[config.mk]
export PLATFORM = sky130hd
export DESIGN_NAME = float_to_pcm_sample_encoder
export DESIGN_NICKNAME = d
export VERILOG_FILES = /design/src/rtl/f2p_pkg.sv /design/src/rtl/f2p_mult.sv /design/src/rtl/f2p_round.sv /design/src/rtl/f2p_pack.sv /design/src/rtl/float_to_pcm_sample_encoder.sv
export SDC_FILE = /design/constraint.sdc
export NUM_CORES = 2
export LEC_CHECK = 0
export BUFFER_PORTS_ARGS = -buffer_cell sky130_fd_sc_hd__buf_2
export CAP_MARGIN = 0
export CORE_AREA = 2 2 220 222
export CTS_CLUSTER_SIZE = 25
export DETAILED_ROUTE_END_ITERATION = 7
export DIE_AREA = 0 0 222 224
export PLACE_DENSITY = 0.91
export SETUP_SLACK_MARGIN = 0.2
export SLEW_MARGIN = 20
export SYNTH_ARGS = -nofsm -noshare
export SYNTH_HDL_FRONTEND = slang
export SYNTH_SLANG_ARGS = --single-unit
[constraint.sdc]
create_clock -name i_clk -period 22.6 [get_ports i_clk]
set_input_delay 1.13 -clock i_clk [delete_from_list [all_inputs] [get_ports i_clk]]
set_output_delay 1.13 -clock i_clk [all_outputs]
set_load 0.01 [all_outputs]
[src/rtl/f2p_pkg.sv]
`timescale 1ns / 1ps
// ----------------------------------------------------------------------------
// f2p_pkg
// Shared types and constants for the float to pcm sample encoder.
// ----------------------------------------------------------------------------
package f2p_pkg;

    typedef enum logic [2:0] {
        FMT_I16LE = 3'd0,
        FMT_I16BE = 3'd1,
        FMT_I24LE = 3'd2,
        FMT_I24BE = 3'd3,
        FMT_I32LE = 3'd4,
        FMT_I32BE = 3'd5,
        FMT_F32LE = 3'd6,
        FMT_F32BE = 3'd7
    } t_fmt;

    localparam logic [30:0] FS16 = 31'h0000_7fff;
    localparam logic [30:0] FS24 = 31'h007f_ffff;
    localparam logic [30:0] FS32 = 31'h7fff_ffff;

    // after the multiply
    typedef struct packed {
        logic        valid;
        logic        last;
        t_fmt        fmt;
        logic [31:0] raw;
        logic        sign;
        logic        sat;
        logic [5:0]  shamt;
        logic [54:0] prod;
    } t_s1;

    // after the double precision rounding
    typedef struct packed {
        logic        valid;
        logic        last;
        t_fmt        fmt;
        logic [31:0] raw;
        logic        sign;
        logic        sat;
        logic [5:0]  shamt;
        logic [55:0] prod;
    } t_s2;

    // after the alignment shift
    typedef struct packed {
        logic        valid;
        logic        last;
        t_fmt        fmt;
        logic [31:0] raw;
        logic        sign;
        logic        sat;
        logic [31:0] quot;
        logic        half;
        logic        sticky;
    } t_s3;

    function automatic logic [30:0] full_scale(input t_fmt fmt);
        logic [30:0] fs;
        unique case (fmt)
            FMT_I16LE, FMT_I16BE: fs = FS16;
            FMT_I24LE, FMT_I24BE: fs = FS24;
            default:              fs = FS32;
        endcase
        return fs;
    endfunction

endpackage

[src/rtl/f2p_mult.sv]
`timescale 1ns / 1ps
// ----------------------------------------------------------------------------
// f2p_mult
// Unpacks the sample, classifies it and multiplies the significand by full scale.
// ----------------------------------------------------------------------------
module f2p_mult import f2p_pkg::*; (
    input  logic        i_clk,
    input  logic        i_rst_n,
    input  logic        i_en,
    input  logic        i_valid,
    input  logic        i_last,
    input  t_fmt        i_fmt,
    input  logic [31:0] i_bits,
    output t_s1         o_s1
);

    t_s1         r_s1;
    t_s1         n_s1;
    logic [7:0]  exp_f;
    logic [23:0] mant;
    logic [8:0]  sh;

    always_comb begin
        exp_f       = i_bits[30:23];
        mant        = {1'b1, i_bits[22:0]};
        sh          = 9'd149 - {1'b0, exp_f};
        n_s1.valid  = i_valid;
        n_s1.last   = i_last;
        n_s1.fmt    = i_fmt;
        n_s1.raw    = i_bits;
        n_s1.sign   = i_bits[31];
        n_s1.sat    = 1'b0;
        n_s1.shamt  = (sh > 9'd56) ? 6'd56 : sh[5:0];
        n_s1.prod   = {31'd0, mant} * {24'd0, full_scale(i_fmt)};
        if (exp_f == 8'hff && i_bits[22:0] != 23'd0) begin
            // nan gives zero
            n_s1.prod = '0;
        end else if (exp_f >= 8'd127) begin
            n_s1.sat  = 1'b1;
        end else if (exp_f == 8'd0) begin
            n_s1.prod = '0;
        end
    end

    always_ff @(posedge i_clk) begin
        if (!i_rst_n) begin
            r_s1.valid <= 1'b0;
        end else if (i_en) begin
            r_s1 <= n_s1;
        end
    end

    assign o_s1 = r_s1;

endmodule

[src/rtl/f2p_round.sv]
`timescale 1ns / 1ps
// ----------------------------------------------------------------------------
// f2p_round
// Rounds the product to 53 significant bits, then aligns it to the integer point.
// ----------------------------------------------------------------------------
module f2p_round import f2p_pkg::*; (
    input  logic i_clk,
    input  logic i_rst_n,
    input  logic i_en,
    input  t_s1  i_s1,
    output t_s3  o_s3
);

    t_s2         r_s2;
    t_s2         n_s2;
    t_s3         r_s3;
    t_s3         n_s3;
    logic        inc;
    logic [55:0] aligned;
    logic [55:0] mask;

    always_comb begin
        n_s2.valid = i_s1.valid;
        n_s2.last  = i_s1.last;
        n_s2.fmt   = i_s1.fmt;
        n_s2.raw   = i_s1.raw;
        n_s2.sign  = i_s1.sign;
        n_s2.sat   = i_s1.sat;
        n_s2.shamt = i_s1.shamt;
        inc        = 1'b0;
        priority if (i_s1.prod[54]) begin
            inc       = i_s1.prod[1] & (i_s1.prod[0] | i_s1.prod[2]);
            n_s2.prod = {({1'b0, i_s1.prod[54:2]} + {53'd0, inc}), 2'b00};
        end else if (i_s1.prod[53]) begin
            inc       = i_s1.prod[0] & i_s1.prod[1];
            n_s2.prod = {1'b0, ({1'b0, i_s1.prod[53:1]} + {53'd0, inc}), 1'b0};
        end else begin
            n_s2.prod = {1'b0, i_s1.prod};
        end
    end

    always_comb begin
        aligned     = r_s2.prod >> r_s2.shamt;
        mask        = ~({56{1'b1}} << r_s2.shamt);
        n_s3.valid  = r_s2.valid;
        n_s3.last   = r_s2.last;
        n_s3.fmt    = r_s2.fmt;
        n_s3.raw    = r_s2.raw;
        n_s3.sign   = r_s2.sign;
        n_s3.sat    = r_s2.sat;
        n_s3.quot   = aligned[32:1];
        n_s3.half   = aligned[0];
        n_s3.sticky = |(r_s2.prod & mask);
    end

    always_ff @(posedge i_clk) begin
        if (!i_rst_n) begin
            r_s2.valid <= 1'b0;
            r_s3.valid <= 1'b0;
        end else if (i_en) begin
            r_s2 <= n_s2;
            r_s3 <= n_s3;
        end
    end

    assign o_s3 = r_s3;

endmodule

[src/rtl/f2p_pack.sv]
`timescale 1ns / 1ps
// ----------------------------------------------------------------------------
// f2p_pack
// Final integer rounding, sign and byte layout into the output register.
// ----------------------------------------------------------------------------
module f2p_pack import f2p_pkg::*; (
    input  logic        i_clk,
    input  logic        i_rst_n,
    input  logic        i_en,
    input  t_s3         i_s3,
    output logic        o_valid,
    output logic        o_last,
    output logic [31:0] o_word,
    output logic [2:0]  o_bytes
);

    logic        r_valid;
    logic        r_last;
    logic [31:0] r_word;
    logic [2:0]  r_bytes;
    logic [31:0] n_word;
    logic [2:0]  n_bytes;
    logic [31:0] mag;
    logic [31:0] val;
    logic [31:0] rb;

    always_comb begin
        if (i_s3.sat) begin
            mag = {1'b0, full_scale(i_s3.fmt)};
        end else begin
            mag = i_s3.quot + {31'd0, i_s3.half & (i_s3.sticky | i_s3.quot[0])};
        end
        val     = i_s3.sign ? (32'd0 - mag) : mag;
        rb      = i_s3.raw;
        n_bytes = 3'd4;
        unique case (i_s3.fmt)
            FMT_I16LE: begin
                n_word  = {16'd0, val[15:0]};
                n_bytes = 3'd2;
            end
            FMT_I16BE: begin
                n_word  = {16'd0, val[7:0], val[15:8]};
                n_bytes = 3'd2;
            end
            FMT_I24LE: begin
                n_word  = {8'd0, val[23:0]};
                n_bytes = 3'd3;
            end
            FMT_I24BE: begin
                n_word  = {8'd0, val[7:0], val[15:8], val[23:16]};
                n_bytes = 3'd3;
            end
            FMT_I32LE: n_word = val;
            FMT_I32BE: n_word = {val[7:0], val[15:8], val[23:16], val[31:24]};
            FMT_F32LE: n_word = rb;
            FMT_F32BE: n_word = {rb[7:0], rb[15:8], rb[23:16], rb[31:24]};
            default:   n_word = rb;
        endcase
    end

    always_ff @(posedge i_clk) begin
        if (!i_rst_n) begin
            r_valid <= 1'b0;
        end else if (i_en) begin
            r_valid <= i_s3.valid;
            r_last  <= i_s3.last;
            r_word  <= n_word;
            r_bytes <= n_bytes;
        end
    end

    assign o_valid = r_valid;
    assign o_last  = r_last;
    assign o_word  = r_word;
    assign o_bytes = r_bytes;

endmodule

[src/rtl/float_to_pcm_sample_encoder.sv]
`timescale 1ns / 1ps
// ----------------------------------------------------------------------------
// pipeline: 4 register stages, in this order
// (multiply, double rounding, alignment shift, integer rounding and byte layout)
// throughput: one sample per cycle; every stage stalls while output is held
// reset: synchronous active low, clears the stage valids and out_format to 0
// ----------------------------------------------------------------------------
// float_to_pcm_sample_encoder
// Converts float32 audio samples to 16/24/32-bit pcm or byte-ordered float32.
// ----------------------------------------------------------------------------
module float_to_pcm_sample_encoder import f2p_pkg::*; (
    input  logic        i_clk,
    input  logic        i_rst_n,
    input  logic        i_cfg_we,
    input  logic [2:0]  i_cfg_wdata,
    input  logic        i_s_axis_tvalid,
    output logic        o_s_axis_tready,
    input  logic [31:0] i_s_axis_tdata,  // sample_bits
    input  logic        i_s_axis_tlast,
    output logic        o_m_axis_tvalid,
    input  logic        i_m_axis_tready,
    output logic [39:0] o_m_axis_tdata,  // out_word, out_bytes, zero pad
    output logic        o_m_axis_tlast
);

    t_fmt        r_fmt;
    logic        en;
    t_s1         s1;
    t_s3         s3;
    logic [31:0] word;
    logic [2:0]  nbytes;

    always_ff @(posedge i_clk) begin
        if (!i_rst_n) begin
            r_fmt <= FMT_I16LE;
        end else if (i_cfg_we) begin
            r_fmt <= t_fmt'(i_cfg_wdata);
        end
    end

    assign en              = !o_m_axis_tvalid || i_m_axis_tready;
    assign o_s_axis_tready = en;

    f2p_mult u_mult (
        .i_clk   (i_clk),
        .i_rst_n (i_rst_n),
        .i_en    (en),
        .i_valid (i_s_axis_tvalid),
        .i_last  (i_s_axis_tlast),
        .i_fmt   (r_fmt),
        .i_bits  (i_s_axis_tdata),
        .o_s1    (s1)
    );

    f2p_round u_round (
        .i_clk   (i_clk),
        .i_rst_n (i_rst_n),
        .i_en    (en),
        .i_s1    (s1),
        .o_s3    (s3)
    );

    f2p_pack u_pack (
        .i_clk   (i_clk),
        .i_rst_n (i_rst_n),
        .i_en    (en),
        .i_s3    (s3),
        .o_valid (o_m_axis_tvalid),
        .o_last  (o_m_axis_tlast),
        .o_word  (word),
        .o_bytes (nbytes)
    );

    assign o_m_axis_tdata = {5'd0, nbytes, word};

endmodule
Yosys cells after proc, flatten, opt, wreduce, memory -nomap -nowiden:

Index checks and enable logic that the tools add are counted.

* equality and inequality tests: 11
* $mul: 1
* bitwise gates (word level): 7
* reduce and logical (&&, ||, !) cells: 14
* shift-type cells: 2
* add/sub/neg operators: 5
* magnitude comparators: 2
* mux-type cells: 11

Operators with widths (number)
* 32-bit one-hot mux with 8 select lines: 1
* 55-bit 2-to-1 mux: 3
* 31-bit one-hot mux with 2 select lines: 2
* 53-bit by 1-bit adder with 54-bit output: 2
* 32-bit 2-to-1 mux: 2
* 56-bit AND: 1
* 56-bit 2-to-1 mux: 1
* 56-bit inverter: 1
* 56-bit OR reduction: 1
* 56-bit by 6-bit << shifter with 56-bit output, first input constant: 1
* 56-bit by 6-bit right shift with 33-bit output: 1
* 24-bit by 31-bit multiplier with 55-bit output: 1
* 32-bit by 1-bit adder with 32-bit output: 1
* 1-bit by 32-bit subtractor with 32-bit output, first input constant: 1
* 23-bit nonzero test: 1
* 3-bit by 2-bit == test with 1-bit output, second input constant: 4
* 3-bit == test, second input constant: 4
* 2-bit OR reduction: 5
* 9-bit by 6-bit > comparator with 1-bit output, second input constant: 1
* 8-bit by 8-bit subtractor with 9-bit output, first input constant: 1
* 8-bit == test, second input constant: 1
* 8-bit by 7-bit >= comparator with 1-bit output, second input constant: 1
* 8-bit logical NOT: 1
* 3-bit by 1-bit == test with 1-bit output, second input constant: 2
* 9 further kinds: 13

* input port bits: 41
* output and inout port bits: 43
* bits in registers: 314
* word-level logic and storage cells: 85

Logic depth before layout (Yosys ltp):

* depth after elaboration: 7
* gate-level depth with buffers: 33
* mapped depth without buffers: 29

Cells and area by module:

Synthesis repeated with hierarchy kept, for this count alone.

* cells, all modules: 3345
* area, all modules: 33925.0 um^2

By module, submodules not included
* f2p_mult: sequential area each 2962.8 um^2, cells each 1835, area each 18640.4 um^2, instances 1
* f2p_round: sequential area each 5205.0 um^2, cells each 891, area each 10575.1 um^2, instances 1
* f2p_pack: sequential area each 1101.1 um^2, cells each 603, area each 4553.1 um^2, instances 1
* float_to_pcm_sample_encoder: sequential area each 60.1 um^2, cells each 16, area each 156.4 um^2, instances 1

Worst setup path before layout:

No wires, ideal clock.

* path type: input -> register
* from: in i_m_axis_tready
* to: reg u_mult.r_s1, in the netlist u_mult.o_s1[0], enable pin
* buffers on the path: 1
* library setup time: 703 ps
* cell stages on the path: 3
* data arrival time: 8446 ps
* data required time: 21897 ps
* slack: 13451 ps
* path through: nand2b_1 > clkbuf_1 > and2_1

* cells in the longest elaborated chain, start to end: 2

Ends and longest elaborated chain
* from (decl): line float_to_pcm_sample_encoder.sv:21 `input logic i_m_axis_tready,`
* 1-bit logical OR: line float_to_pcm_sample_encoder.sv:41 `assign en = !o_m_axis_tvalid || i_m_axis_tready;`
* named net o_s_axis_tready: line float_to_pcm_sample_encoder.sv:17 `output logic o_s_axis_tready,`
* 2-bit AND reduction (no line)
* to (signal assigned): line f2p_mult.sv:49 `r_s1 <= n_s1;`
* to (decl): line f2p_mult.sv:17 `t_s1 r_s1;`

The timed path passes the listed nets, and every way through them passes these cells.
A chain may end at the register's enable or synchronous reset.

Worst setup path in the final report:

* from: reg r_fmt[2]
* to: reg u_mult.r_s1, in the netlist u_mult.o_s1[50] (data pin)

* cells in the longest elaborated chain, start to end: 6
* elaborated cells between the ends (all ways): 10
* those cells by class: mul: 1; eq/ne: 3; mux: 3; reduce/logical: 3

Ends and longest elaborated chain
* from (decl): line float_to_pcm_sample_encoder.sv:26 `t_fmt r_fmt;`
* from (signal assigned): line float_to_pcm_sample_encoder.sv:37 `r_fmt <= t_fmt'(i_cfg_wdata);`
* 3-bit by 2-bit == test with 1-bit output (tied with other cells): line f2p_pkg.sv:62 `unique case (fmt)`
* 2-bit OR reduction: line f2p_pkg.sv:62
* 31-bit one-hot mux with 2 select lines *: line f2p_pkg.sv:62
* 24-bit by 31-bit multiplier with 55-bit output *: line f2p_mult.sv:34 `n_s1.prod = {31'd0, mant} * {24'd0, full_scale(i_fmt)};`
* 55-bit 2-to-1 mux: line f2p_mult.sv:40 `end else if (exp_f == 8'd0) begin`
* 55-bit 2-to-1 mux *: line f2p_mult.sv:38 `end else if (exp_f >= 8'd127) begin`

Mark *: on every way between the ends. The rest lies on a longest branch, timed or not.

==> results.md <==
- Outcome: finished, final reports clean
- Via Count: 25,100
- Final worst path period share: 39.1%
- Core area: 47,300 µm²
- Worst Clk Skew: 35.3 ps
- Crit-path slowest cell: fa_1
- Worst Setup Start Kind: flip-flop
- Post-Syn Area: 32,800 µm²
- GRT Total Usage: 35.8%
- Max Fclk: 113 MHz
- Layout area overhead: 5.77%
- Adder-Cell Fraction of Synth Area: 31.2%
- CTS Buffer Depth: 3
- Final worst slack: 13,770 ps
- Most frequent cells in the layout: inv_1 (549), fa_1 (361), edfxtp_1 (304)
- Largest family of logic cells by synthesized area: adder cells
- Syn avg cell area: 10.0 µm²
- CP max stage delay: 590 ps
- Compound-Gate Fraction of Synth Area: 11.3%
- Fillers: 3,260
- Final hold vios: 0
- Prevailing post-synth register cell: edfxtp_1
- Post-Synth Simple-Gate Area: 12.1%
- Vias in the first global route: 25,300
- GP Congestion: 1.03
- Worst hold slack: 406 ps
- Commonest non-fill, non-tap cell in the layout: inv_1
- Tmin final: 8830 ps
- Largest net degree at the start of global routing: 92
- Initial antenna violation count: 2
- # Post-CTS Setup Buffers: 0
- Final TNS setup: 0 ps
- Share of cells above drive strength 1: 6.82%
- WS Path Type: reg2reg
- GR Overflow Total: 0
- PortBufs: 78
- First-pass GRT wire length: 137,000 µm
- Clock root cell: clkbuf_16
- HPWL after detailed placement: 69,300 µm
- Die Span X: 222 µm
- Syn Inst Count: 3,277
- Place WS: 13,750 ps
- Hold crit path type: reg2reg
- Post-route DRC: 0
- Post-synthesis xor/xnor area fraction: 4.33%
- Sequential area share after synthesis: 28.3%
- Drt via density: 6.41
- Max-cap violation count: 0
- Routed WL: 87,700 µm
- Drt wl/cell: 22.4 µm
- Final Setup Violations: 0
- Post-synth EDFFs: 304
- Slew Limit Fails: 0
- Total CTS buffers: 34
- H-Tree Depth: 2
- Crit end category: flip-flop
- FP Rows: 80
- Worst Tran Pin Value: 1100 ps
- Critical Path AT: 9080 ps
- Chip height: 224 µm
- Post-synth ARST share: 0%
- Critical path peak fanout: 33
- CTS Hold Bufs: 0
- Nets: 3,913
- CTS tree: yes
- Post-route ant nets: 0
- Full die area: 49,700 µm²
- Critical Path RT: 22,860 ps
- Initial core utilization: 69.2%
- DRT Pass-1 Iters: 6
- Slew HR: 26.0%
- Netlist cell types: 88
- Post-synthesis mux area share: 4.67%
- Clock sinks: 311
- #FFs+latches synth: 311
- Warnings from Yosys: 0
- Unrepaired setup endpoints after global routing: no
- Initial DRC count: 2,624
- Reg clk slew, reported paths: 70 ps
- # IOs: 84
- Post-CTS sizing: 0
- Worst skew pair latency: 550 ps
-- per-stage QoR --
stage,util (%),std cells,instance area [µm²]
2_1_floorplan,-,3281,32800
3_3_place_gp,70.8,3854,33500
3_5_place_dp,70.8,3854,33500
4_1_cts,73.2,3913,34700
5_1_grt,73.2,3913,34700
6_report,73.2,3914,34700
-- flip-flops by register name, summed over array words and instances, names as in the netlist --
name,flops
u_mult.o_s1,99
u_round.o_s3,72
u_round.r_s2,62
u_round.n_s3,38
u_pack.o_word,32
r_fmt,3
u_pack.o_bytes,3
u_pack.o_last,1
u_pack.o_valid,1
-- logic make-up after synthesis --
group                    Yosys count
flip-flops                       311
AND/OR/NAND/NOR                  827
adder cells (fa/ha/maj)          601
multiplexers                     109
XOR/XNOR                         162
other                              1
buffers and inverters            692
AO/OA/AOI/OAI                    574
-- critical path, delay by kind of cell (launching register included) --
family	cells	cell delay (ps)
simple gates	3	750
fa+ha+maj	8	4200
compound gates	9	2340
buf+inv	8	880
flops	1	360
-- Yosys cell counts (26+ instances only) --
cell type  count  share of area (%)
xnor2_1      111                3.0
mux2i_1       64                2.0
o22ai_1       28               0.53
and3_1        28               0.53
a21o_1        39               0.89
nor3_1        35               0.53
o21ai_0      122                1.9
mux4_2        34                2.3
nand2_1      255                2.9
edfxtp_1     304                 28
nand4_1       34               0.65
nand3_1       70                1.1
clkbuf_1     112                1.3
and2_1        36               0.69
fa_1         361                 22
nor2_1       222                2.5
a21oi_1      169                2.6
ha_1         236                9.0
inv_1        549                6.3
a211oi_1      26               0.60
nor2b_1       31               0.59
xor2_1        51                1.4
-- final cells by class --
cell class	instances	area (µm²)	area share, %
multi-input cells	2278	20900	60.3
repair buffers	98	541	1.56
clock inverters	19	205	0.592
diodes	1	2.50	0.00722
flip-flops and latches	311	9270	26.7
clock buffers	40	905	2.61
well taps	615	769	2.22
inverters	552	2070	5.98
-- per-layer routing --
layer | track usage [%] | wire length, µm
met1 | 42.6 | 31100
met2 | 63.1 | 44400
met3 | 4.79 | 6310
met4 | 20.2 | 5930
met5 | 0 | 12
-- final timing paths --
kind | startpoint | depth (start not counted) | end | slack, ps
max reg2reg | r_fmt[2] | 28 | u_mult.o_s1[50] | 13770
min reg2reg | u_round.n_s3[59] | 0 | u_round.o_s3[59] | 410
min | u_round.n_s3[59] | 0 | u_round.o_s3[59] | 410
max | r_fmt[2] | 28 | u_mult.o_s1[50] | 13770
Power is not shown: default switching activity piles up to over one toggle a cycle in this logic, so the estimate is an artifact.
